### src/design/sbh_pkg.sv
// Shared types, constants and round functions for the SHA-256 byte stream hasher.
package sbh_pkg;

	// Controller states, one-hot
	typedef enum logic [3:0] {
		ST_IDLE  = 4'b0001,
		ST_PAD   = 4'b0010,
		ST_ROUND = 4'b0100,
		ST_FOLD  = 4'b1000
	} state_t;

	// Source of the byte shifted into the block buffer
	typedef enum logic [1:0] {
		SEL_DATA = 2'd0,
		SEL_PAD  = 2'd1,
		SEL_ZERO = 2'd2,
		SEL_LEN  = 2'd3
	} byte_sel_t;

	// Commands from controller to datapath
	typedef struct packed {
		logic      shift_en;
		byte_sel_t byte_sel;
		logic      count_en;
		logic      work_load;
		logic      round_en;
		logic [5:0] rnd;
		logic      fold_en;
		logic      digest_load;
		logic      out_shift;
	} cmd_t;

	// Status from datapath to controller
	typedef struct packed {
		logic [5:0] fill;
	} status_t;

	localparam logic [7:0] PAD_BYTE   = 8'h80;
	localparam logic [5:0] LEN_OFFSET = 6'd56;
	localparam logic [5:0] LAST_POS   = 6'd63;
	localparam logic [5:0] LAST_ROUND = 6'd63;

	localparam logic [31:0] INIT_H [8] = '{
		32'h6a09e667, 32'hbb67ae85, 32'h3c6ef372, 32'ha54ff53a,
		32'h510e527f, 32'h9b05688c, 32'h1f83d9ab, 32'h5be0cd19
	};

	localparam logic [31:0] ROUND_K [64] = '{
		32'h428a2f98, 32'h71374491, 32'hb5c0fbcf, 32'he9b5dba5,
		32'h3956c25b, 32'h59f111f1, 32'h923f82a4, 32'hab1c5ed5,
		32'hd807aa98, 32'h12835b01, 32'h243185be, 32'h550c7dc3,
		32'h72be5d74, 32'h80deb1fe, 32'h9bdc06a7, 32'hc19bf174,
		32'he49b69c1, 32'hefbe4786, 32'h0fc19dc6, 32'h240ca1cc,
		32'h2de92c6f, 32'h4a7484aa, 32'h5cb0a9dc, 32'h76f988da,
		32'h983e5152, 32'ha831c66d, 32'hb00327c8, 32'hbf597fc7,
		32'hc6e00bf3, 32'hd5a79147, 32'h06ca6351, 32'h14292967,
		32'h27b70a85, 32'h2e1b2138, 32'h4d2c6dfc, 32'h53380d13,
		32'h650a7354, 32'h766a0abb, 32'h81c2c92e, 32'h92722c85,
		32'ha2bfe8a1, 32'ha81a664b, 32'hc24b8b70, 32'hc76c51a3,
		32'hd192e819, 32'hd6990624, 32'hf40e3585, 32'h106aa070,
		32'h19a4c116, 32'h1e376c08, 32'h2748774c, 32'h34b0bcb5,
		32'h391c0cb3, 32'h4ed8aa4a, 32'h5b9cca4f, 32'h682e6ff3,
		32'h748f82ee, 32'h78a5636f, 32'h84c87814, 32'h8cc70208,
		32'h90befffa, 32'ha4506ceb, 32'hbef9a3f7, 32'hc67178f2
	};

	function automatic logic [31:0] ror32(input logic [31:0] x, input int unsigned n);
		ror32 = (x >> n) | (x << (32 - n));
	endfunction

	// Schedule sigma functions
	function automatic logic [31:0] sig0(input logic [31:0] x);
		sig0 = ror32(x, 7) ^ ror32(x, 18) ^ (x >> 3);
	endfunction

	function automatic logic [31:0] sig1(input logic [31:0] x);
		sig1 = ror32(x, 17) ^ ror32(x, 19) ^ (x >> 10);
	endfunction

	// Round Sigma functions
	function automatic logic [31:0] big0(input logic [31:0] x);
		big0 = ror32(x, 2) ^ ror32(x, 13) ^ ror32(x, 22);
	endfunction

	function automatic logic [31:0] big1(input logic [31:0] x);
		big1 = ror32(x, 6) ^ ror32(x, 11) ^ ror32(x, 25);
	endfunction

endpackage

### src/design/sbh_ctrl.sv
// Controller state machine: byte intake, padding sequence, rounds, fold and digest drain.
module sbh_ctrl import sbh_pkg::*; (
	input  logic     clk,
	input  logic     arst_n,
	input  logic     in_valid,
	output logic     in_ready,
	input  logic     byte_valid,
	input  logic     last_byte,
	output logic     out_valid,
	input  logic     out_ready,
	output logic [2:0] word_index,
	output logic     last_word,
	input  status_t  status,
	output cmd_t     cmd
);

	state_t     state_q, state_d;
	logic [5:0] rnd_q;
	logic       first_q, first_d;     // next pad byte is the 0x80 marker
	logic       final_q, final_d;     // current pad block carries the length
	logic       padding_q, padding_d; // padding of the message in progress
	logic       finish_q, finish_d;   // last item came with a full block
	logic       out_valid_q;
	logic [2:0] out_idx_q;
	logic       in_fire;

	assign in_ready   = (state_q == ST_IDLE);
	assign in_fire    = in_valid & in_ready;
	assign out_valid  = out_valid_q;
	assign word_index = out_idx_q;
	assign last_word  = (out_idx_q == 3'd7);

	// Next state and datapath commands
	always_comb begin
		state_d   = state_q;
		first_d   = first_q;
		final_d   = final_q;
		padding_d = padding_q;
		finish_d  = finish_q;
		cmd             = '0;
		cmd.byte_sel    = SEL_DATA;
		cmd.rnd         = rnd_q;
		cmd.out_shift   = out_valid_q & out_ready;
		case (state_q)
			ST_IDLE: begin
				if (in_fire) begin
					if (byte_valid) begin
						cmd.shift_en = 1'b1;
						cmd.count_en = 1'b1;
					end
					if (byte_valid && status.fill == LAST_POS) begin
						cmd.work_load = 1'b1;
						finish_d      = last_byte;
						state_d       = ST_ROUND;
					end else if (last_byte) begin
						first_d   = 1'b1;
						padding_d = 1'b1;
						state_d   = ST_PAD;
					end
				end
			end
			ST_PAD: begin
				cmd.shift_en = 1'b1;
				if (first_q) begin
					cmd.byte_sel = SEL_PAD;
					final_d      = (status.fill < LEN_OFFSET);
				end else if (final_q && status.fill >= LEN_OFFSET) begin
					cmd.byte_sel = SEL_LEN;
				end else begin
					cmd.byte_sel = SEL_ZERO;
				end
				first_d = 1'b0;
				if (status.fill == LAST_POS) begin
					cmd.work_load = 1'b1;
					state_d       = ST_ROUND;
				end
			end
			ST_ROUND: begin
				cmd.round_en = 1'b1;
				if (rnd_q == LAST_ROUND) begin
					state_d = ST_FOLD;
				end
			end
			ST_FOLD: begin
				if (padding_q && final_q) begin
					// hold the digest until the previous one has drained
					if (!out_valid_q) begin
						cmd.digest_load = 1'b1;
						padding_d       = 1'b0;
						final_d         = 1'b0;
						state_d         = ST_IDLE;
					end
				end else if (padding_q) begin
					cmd.fold_en = 1'b1;
					final_d     = 1'b1;
					state_d     = ST_PAD;
				end else if (finish_q) begin
					cmd.fold_en = 1'b1;
					finish_d    = 1'b0;
					padding_d   = 1'b1;
					first_d     = 1'b1;
					state_d     = ST_PAD;
				end else begin
					cmd.fold_en = 1'b1;
					state_d     = ST_IDLE;
				end
			end
			default: begin
				state_d = ST_IDLE;
			end
		endcase
	end

	// Control registers
	always_ff @(posedge clk or negedge arst_n) begin
		if (!arst_n) begin
			state_q   <= ST_IDLE;
			rnd_q     <= '0;
			first_q   <= 1'b0;
			final_q   <= 1'b0;
			padding_q <= 1'b0;
			finish_q  <= 1'b0;
		end else begin
			state_q   <= state_d;
			first_q   <= first_d;
			final_q   <= final_d;
			padding_q <= padding_d;
			finish_q  <= finish_d;
			if (cmd.round_en) begin
				rnd_q <= rnd_q + 6'd1;
			end
		end
	end

	// Digest drain: valid flag and word index
	always_ff @(posedge clk or negedge arst_n) begin
		if (!arst_n) begin
			out_valid_q <= 1'b0;
			out_idx_q   <= '0;
		end else if (cmd.digest_load) begin
			out_valid_q <= 1'b1;
			out_idx_q   <= '0;
		end else if (cmd.out_shift) begin
			out_idx_q <= out_idx_q + 3'd1;
			if (out_idx_q == 3'd7) begin
				out_valid_q <= 1'b0;
			end
		end
	end

	// The round counter wraps back to zero exactly as the fold begins
	a_round_to_fold: assert property (@(posedge clk) disable iff (!arst_n)
		(state_q == ST_ROUND && rnd_q == LAST_ROUND) |=> (state_q == ST_FOLD && rnd_q == 6'd0))
		else $error("rounds did not end in fold");

	// A new digest never overwrites one still draining
	a_no_digest_overrun: assert property (@(posedge clk) disable iff (!arst_n)
		cmd.digest_load |-> !out_valid_q)
		else $error("digest loaded while output busy");

	// Back in idle, no padding flags are left behind
	a_idle_clean: assert property (@(posedge clk) disable iff (!arst_n)
		(state_q == ST_IDLE) |-> (!padding_q && !first_q && !finish_q && !final_q))
		else $error("padding flags set in idle");

	// A compression only starts with the buffer full
	a_full_block: assert property (@(posedge clk) disable iff (!arst_n)
		cmd.work_load |-> (status.fill == LAST_POS && cmd.shift_en))
		else $error("compression started on partial block");

endmodule

### src/design/sbh_dp.sv
// Datapath: block buffer and schedule window, counters, round logic, chaining state, digest buffer.
module sbh_dp import sbh_pkg::*; (
	input  logic        clk,
	input  logic        arst_n,
	input  logic [7:0]  data_byte,
	input  cmd_t        cmd,
	output status_t     status,
	output logic [31:0] digest_word
);

	logic [511:0] blk_q;          // 64-byte buffer, doubles as schedule window
	logic [5:0]   fill_q;
	logic [60:0]  msg_q;
	logic [31:0]  chain_q [8];
	logic [31:0]  work_q [8];
	logic [31:0]  dg_q [8];

	logic [7:0]   byte_in;
	logic [63:0]  bit_len;
	logic [2:0]   len_idx;
	logic [31:0]  w0, w1, w9, w14, w_new;
	logic [31:0]  t1, t2;
	logic [31:0]  ch, maj;

	assign status.fill = fill_q;
	assign digest_word = dg_q[0];

	// Byte source for the buffer
	assign bit_len = {msg_q, 3'b000};
	assign len_idx = 3'd7 - fill_q[2:0];
	always_comb begin
		case (cmd.byte_sel)
			SEL_DATA: byte_in = data_byte;
			SEL_PAD:  byte_in = PAD_BYTE;
			SEL_LEN:  byte_in = bit_len[{len_idx, 3'b000} +: 8];
			default:  byte_in = 8'h00;
		endcase
	end

	// Schedule: oldest word sits at the top of the buffer
	assign w0    = blk_q[511:480];
	assign w1    = blk_q[479:448];
	assign w9    = blk_q[223:192];
	assign w14   = blk_q[63:32];
	assign w_new = w0 + sig0(w1) + w9 + sig1(w14);

	// One compression round
	assign ch  = (work_q[4] & work_q[5]) ^ (~work_q[4] & work_q[6]);
	assign maj = (work_q[0] & work_q[1]) ^ (work_q[0] & work_q[2]) ^ (work_q[1] & work_q[2]);
	assign t1  = work_q[7] + big1(work_q[4]) + ch + ROUND_K[cmd.rnd] + w0;
	assign t2  = big0(work_q[0]) + maj;

	// Buffer: byte shift on intake and padding, word shift during rounds
	always_ff @(posedge clk) begin
		if (cmd.shift_en) begin
			blk_q <= {blk_q[503:0], byte_in};
		end else if (cmd.round_en) begin
			blk_q <= {blk_q[479:0], w_new};
		end
	end

	// Fill and message length counters
	always_ff @(posedge clk or negedge arst_n) begin
		if (!arst_n) begin
			fill_q <= '0;
			msg_q  <= '0;
		end else begin
			if (cmd.shift_en) begin
				fill_q <= fill_q + 6'd1;
			end
			if (cmd.digest_load) begin
				msg_q <= '0;
			end else if (cmd.count_en) begin
				msg_q <= msg_q + 61'd1;
			end
		end
	end

	// Working variables
	always_ff @(posedge clk) begin
		if (cmd.work_load) begin
			for (int i = 0; i < 8; i++) begin
				work_q[i] <= chain_q[i];
			end
		end else if (cmd.round_en) begin
			work_q[0] <= t1 + t2;
			work_q[1] <= work_q[0];
			work_q[2] <= work_q[1];
			work_q[3] <= work_q[2];
			work_q[4] <= work_q[3] + t1;
			work_q[5] <= work_q[4];
			work_q[6] <= work_q[5];
			work_q[7] <= work_q[6];
		end
	end

	// Chaining state: fold after each block but the last, back to the initial values on digest load
	always_ff @(posedge clk or negedge arst_n) begin
		if (!arst_n) begin
			for (int i = 0; i < 8; i++) begin
				chain_q[i] <= INIT_H[i];
			end
		end else if (cmd.digest_load) begin
			for (int i = 0; i < 8; i++) begin
				chain_q[i] <= INIT_H[i];
			end
		end else if (cmd.fold_en) begin
			for (int i = 0; i < 8; i++) begin
				chain_q[i] <= chain_q[i] + work_q[i];
			end
		end
	end

	// Digest buffer, shifts one word per delivered item
	always_ff @(posedge clk) begin
		if (cmd.digest_load) begin
			for (int i = 0; i < 8; i++) begin
				dg_q[i] <= chain_q[i] + work_q[i];
			end
		end else if (cmd.out_shift) begin
			for (int i = 0; i < 7; i++) begin
				dg_q[i] <= dg_q[i + 1];
			end
			dg_q[7] <= dg_q[7];
		end
	end

endmodule

### src/design/sha256_byte_stream_hasher_unit.sv
// Top level of the SHA-256 byte stream hasher: controller plus datapath.
//
//  channel | direction | handshake          | payload
//  --------+-----------+--------------------+-------------------------------------
//  in      | input     | in_valid/in_ready  | data_byte[7:0], byte_valid, last_byte
//  out     | output    | out_valid/out_ready| digest_word[31:0], word_index[2:0], last_word
//
// A byte item is taken while in_ready is high; the 64th byte of a block starts the rounds of
// the single shared round unit and then the fold, with in_ready low.
// A last item adds padding, one byte per cycle to the end of the block, then a compression;
// a second padding pass and compression follow when the length does not fit.
// The digest drains as eight items while the next message is taken; a later digest waits
// in the fold state until the previous one is gone. Reset is asynchronous.
module sha256_byte_stream_hasher_unit import sbh_pkg::*; (
	input  logic        clk,
	input  logic        arst_n,
	input  logic        in_valid,
	output logic        in_ready,
	input  logic [7:0]  data_byte,
	input  logic        byte_valid,
	input  logic        last_byte,
	output logic        out_valid,
	input  logic        out_ready,
	output logic [31:0] digest_word,
	output logic [2:0]  word_index,
	output logic        last_word
);

	cmd_t    cmd;
	status_t status;

	sbh_ctrl u_ctrl (
		.clk        (clk),
		.arst_n     (arst_n),
		.in_valid   (in_valid),
		.in_ready   (in_ready),
		.byte_valid (byte_valid),
		.last_byte  (last_byte),
		.out_valid  (out_valid),
		.out_ready  (out_ready),
		.word_index (word_index),
		.last_word  (last_word),
		.status     (status),
		.cmd        (cmd)
	);

	sbh_dp u_dp (
		.clk         (clk),
		.arst_n      (arst_n),
		.data_byte   (data_byte),
		.cmd         (cmd),
		.status      (status),
		.digest_word (digest_word)
	);

endmodule

### config.mk
export PLATFORM = sky130hd
export DESIGN_NAME = sha256_byte_stream_hasher_unit
export DESIGN_NICKNAME = d
export VERILOG_FILES = /design/src/design/sbh_pkg.sv /design/src/design/sbh_ctrl.sv /design/src/design/sbh_dp.sv /design/src/design/sha256_byte_stream_hasher_unit.sv
export SDC_FILE = /design/constraint.sdc
export NUM_CORES = 2
export LEC_CHECK = 0
export BUFFER_PORTS_ARGS = -buffer_cell sky130_fd_sc_hd__buf_2
export CORE_MARGIN = 2
export CORE_UTILIZATION = 45
export CTS_CLUSTER_DIAMETER = 200
export DETAILED_ROUTE_END_ITERATION = 7
export PLACE_DENSITY = 0.61
export SLEW_MARGIN = 20
export SYNTH_ARGS = -nofsm -noshare
export SYNTH_HDL_FRONTEND = slang
export SYNTH_HIERARCHICAL = 1
export SYNTH_SLANG_ARGS = --single-unit
### constraint.sdc
create_clock -name clk -period 13 [get_ports clk]
set_clock_uncertainty 0.05 [all_clocks]
set_input_delay 1.3 -clock clk [delete_from_list [all_inputs] [get_ports clk]]
set_output_delay 1.3 -clock clk [all_outputs]
set_load 0.02 [all_outputs]
==> results.txt <==
* Required arrival time at the worst endpoint: between 10 and 15 ns
- 52 I/O pins were placed.
* Pre-CTS setup slack: 2.80 ns
- Entering global routing, the biggest net connects between 200 and 250 pins.
- Along the worst hold path, the cell count comes to 2.
* CP top delay family: compound AO/OA/AOI/OAI gates
* CP Data Arrival Time: around 11 ns
- From synthesis to final layout, the design area changed by 9.04%.
- Sorting the synthesized cells by area gives the leading types as sky130_fd_sc_hd__edfxtp_1, sky130_fd_sc_hd__mux2_2, sky130_fd_sc_hd__dfrtp_1, sky130_fd_sc_hd__ha_1, sky130_fd_sc_hd__nand2_1.
- The initial utilization of the core area, before any placement, comes to 0.453.
* Worst slew margin relative to its limit: 0.198
* Startpoint of the worst register-to-register path: u_ctrl/rnd_q[3]
- Number of remaining DRC errors: 0
- At the end of routability-driven placement, the weighted congestion stood at 0.944.
* Global-route wire length before repair: roughly 380000 um
* H-tree lvl count: 4
* Number of antenna violations at the first check in global routing: 3
* Hold Crit Start: u_dp/dg_q[1][37]
* Worst min path class: reg2reg
- Post-DP HPWL: between 150000 and 200000 um
- Slew at the pin closest to its max-slew limit: between 1 and 1.5 ns
- Counting flops with an async set or reset pin after synthesis yields a share of 0.250.
* Critical Path Most Common Cell: sky130_fd_sc_hd__inv_1
- Portion of the post-synthesis area used by sequential elements: 0.457
* Clock Latency Late Sink: 0.82 ns
- CTS sink cnt: around 1.4k
- Sequential cell area: approximately 39000 sq um
* Cell area after synthesis: 86300 sq um
* Total detailed-routing wirelength: about 250000 um
- Count of filler cells inserted in the layout: 17.2k
- The die is 442 um wide.
* Ratio of routed vias to standard cells: 5.72
- Maximum buffer depth of the clock tree: 3
- For this run, the leading register cell type out of synthesis is sky130_fd_sc_hd__edfxtp_1.
* Global route total overflow: 0
* Endpoint, Worst Hold: u_dp/dg_q[1][5]
- Yosys warns: 6
- Across all setup checks in the final design, the least slack found is roughly 2.6 ns.
- Area of combinational cells with multiple inputs: 43500 sq um
* Cell type of the slowest stage on the worst timing path: sky130_fd_sc_hd__inv_1
- Across all layers, the routed design uses 61.0k vias.
- Average detailed-routed wire length per instance: between 20 and 25 um
* Fraction of layout instances using a drive strength above 1: 0.149
- The worst register-to-register path has a setup slack of 2.64 ns.
- Post-CTS Hold Buffers: 0
- Based on the critical path, the design can be clocked at up to 96.5 MHz.
* Mean cell area of the mapped netlist: roughly 11 sq um
- The region available for standard cell placement spans approximately 190000 sq um.
- The count of buffers added on input and output ports is between 50 and 60.
- In this run, synthesis inferred ~1.0k flip-flops with an integrated enable.
- After routing, the total negative slack on setup checks comes to 0 ns.
- Largest fanout on the critical path: 43
* Cell at the root of the clock tree: sky130_fd_sc_hd__clkbuf_16
* Count of cells along the worst register-to-register path: 34
* Startpoint type of the worst setup path: flip-flop
- The floorplan has 160 rows.
- Number of standard cells after synthesis: about 8.1k
- The run finished with clean final reports.
- Counting every net in the synthesized netlist gives between 8k and 9k.
- Antenna-violating nets left: 0
* Tmin final: 10.36 ns
- Count of pins over their slew limit: 0
* GR Util All Layers: 0.251
- Max-capacitance violation count: 0
- CTS Buf Count: 155
* Buffering stage count on the worst path with inverters included: 4
* Final-report setup violation count: 0
* Die Ht: approximately 440 um
* Synth top area share: 0.356
- Dividing the final minimum period by the clock period gives 0.797.
- After clock tree synthesis, the clock-pin slew on the worst setup and hold paths is around 0.060 ns.
- CTS tree: built
- Drt first-iter violations: approximately 5k
- Hold Fails Final Rpt: 0
- The worst setup path is of the reg2reg kind.
- Biggest area consumer among synthesized cells: sky130_fd_sc_hd__edfxtp_1
- Number of nets at the end of the flow: ~8.6k
* Number of optimization iterations in the first detailed-route pass: 6
- Setup fix buffers added after clock tree synthesis: 0
* Vias in the first global route: 61.3k
- On the worst path, the slowest cell contributes a delay of 0.77 ns.
* Synth unique cells: between 100 and 150
- Worst setup EP type: flip-flop
* Capturing point of the worst reg2reg path: u_dp/work_q[0][31]
* Resize count post-CTS: 0
- The floorplan step defined a die boundary enclosing roughly 200000 sq um.
- The synthesized design contains between 1k and 1.5k register bits.
* Unrepaired setup endpoints after global routing: false
## layer usage
layer	vias to the layer above	wire, um	global-route usage	share of wire
li1	28600	-	-	-
met1	30100	106000	0.324	0.43
met2	1740	122000	0.429	0.49
met3	463	11200	0.0295	0.045
met4	0	10200	0.0971	0.041
met5	-	0	0	0
## worst min-delay path, cell delays in order (launching register included)
cell,delay [ns]
sky130_fd_sc_hd__edfxtp_1,0.32
sky130_fd_sc_hd__nand2_1,0.04
sky130_fd_sc_hd__nand2_1,0.04
## synth_stat cells (all sizes together), types with 16 or more instances
cell     number
o311ai       20
nor3         79
fa          195
o211ai       58
o31a         17
o31ai        43
and2         23
o21bai       35
o2111ai      16
dfstp       137
dfrtp       204
a21oi       421
o21a         75
mux4         19
clkbuf      332
a21o        209
xor2        249
mux2        590
nand4        41
and3         55
buf          88
nand2      1229
inv         450
o21ai       460
or3          29
mux2i       143
nand2b       58
a311oi       22
nor4         24
edfxtp     1024
nand3       109
nor2b        73
a211oi       55
a31oi        52
xnor2       389
nor2        491
ha          391
a21bo        18
## cell families (layout without fill, tap and decap cells)
| kind of cell | after synthesis | count (layout) | share of synthesized area |
|---|---|---|---|
| compound gates | 1647 | 1647 | 0.121 |
| buf+inv | 870 | 874 | 0.0397 |
| xor+xnor | 641 | 641 | 0.0655 |
| flops | 1365 | 1365 | 0.457 |
| other cells | 0 | 2 | 0 |
| simple gates | 2281 | 2281 | 0.115 |
| fa+ha+maj | 589 | 589 | 0.102 |
| mux | 752 | 752 | 0.0985 |
## through the flow
step | area [sq um] | utilization | cells | hold WS [ns]
global placement | 88800 | 0.466 | 10400 | 0.430
finish | 94100 | 0.494 | 10700 | 0.455
global route | 94100 | 0.494 | 10700 | 0.470
CTS | 94100 | 0.494 | 10700 | 0.457
floorplan | 86300 | - | 8145 | 0.414
detailed placement | 88800 | 0.466 | 10400 | 0.441
## final cells by class
cell class,count,area share
inverter,450,0.0180
antenna,2,0.0000532
multi-input combinational,5910,0.462
clock buffer,203,0.0447
tap,2511,0.0334
timing repair buffer,135,0.0110
clock inverter,86,0.0112
sequential,1365,0.419
## flip-flops by register name (all words and copies together), names as in the netlist
register / cells
u_ctrl/word_index: 3
u_ctrl/padding_q: 1
u_ctrl/final_q: 1
u_dp/work_q: 256
u_dp/dg_q: 256
u_ctrl/first_q: 1
u_ctrl/rnd_q: 6
u_ctrl/out_valid: 1
u_dp/msg_q: 61
u_dp/blk_q: 512
u_ctrl/finish_q: 1
u_dp/chain_q: 256
u_ctrl/state_q: 4
u_dp/status: 6
## layout by cell type, fill, tap and decap left out, types with 209 or more instances in the layout
master	count
sky130_fd_sc_hd__inv_1	446
sky130_fd_sc_hd__xnor2_1	389
sky130_fd_sc_hd__nor2_1	491
sky130_fd_sc_hd__nand2_1	1227
sky130_fd_sc_hd__a21o_1	209
sky130_fd_sc_hd__xor2_1	249
sky130_fd_sc_hd__mux2_2	590
sky130_fd_sc_hd__ha_1	391
sky130_fd_sc_hd__a21oi_1	420
sky130_fd_sc_hd__edfxtp_1	1024
sky130_fd_sc_hd__o21ai_0	450
## how the worst max path moves through the flow
stage,startpoint,to,depth (start not counted)
6_report,u_ctrl/rnd_q[3],u_dp/work_q[0][31],34
3_5_place_dp,u_ctrl/rnd_q[3],u_dp/work_q[0][31],34
4_1_cts,u_ctrl/rnd_q[3],u_dp/work_q[0][31],34
5_1_grt,u_ctrl/rnd_q[3],u_dp/work_q[0][31],35
2_1_floorplan,u_ctrl/state_q[0],u_dp/blk_q[0],9
3_3_place_gp,u_ctrl/rnd_q[3],u_dp/work_q[0][31],34
Power is left out: the tool's default activity adds up to more than one toggle a clock period on the data nets, which glitch-free logic cannot reach.
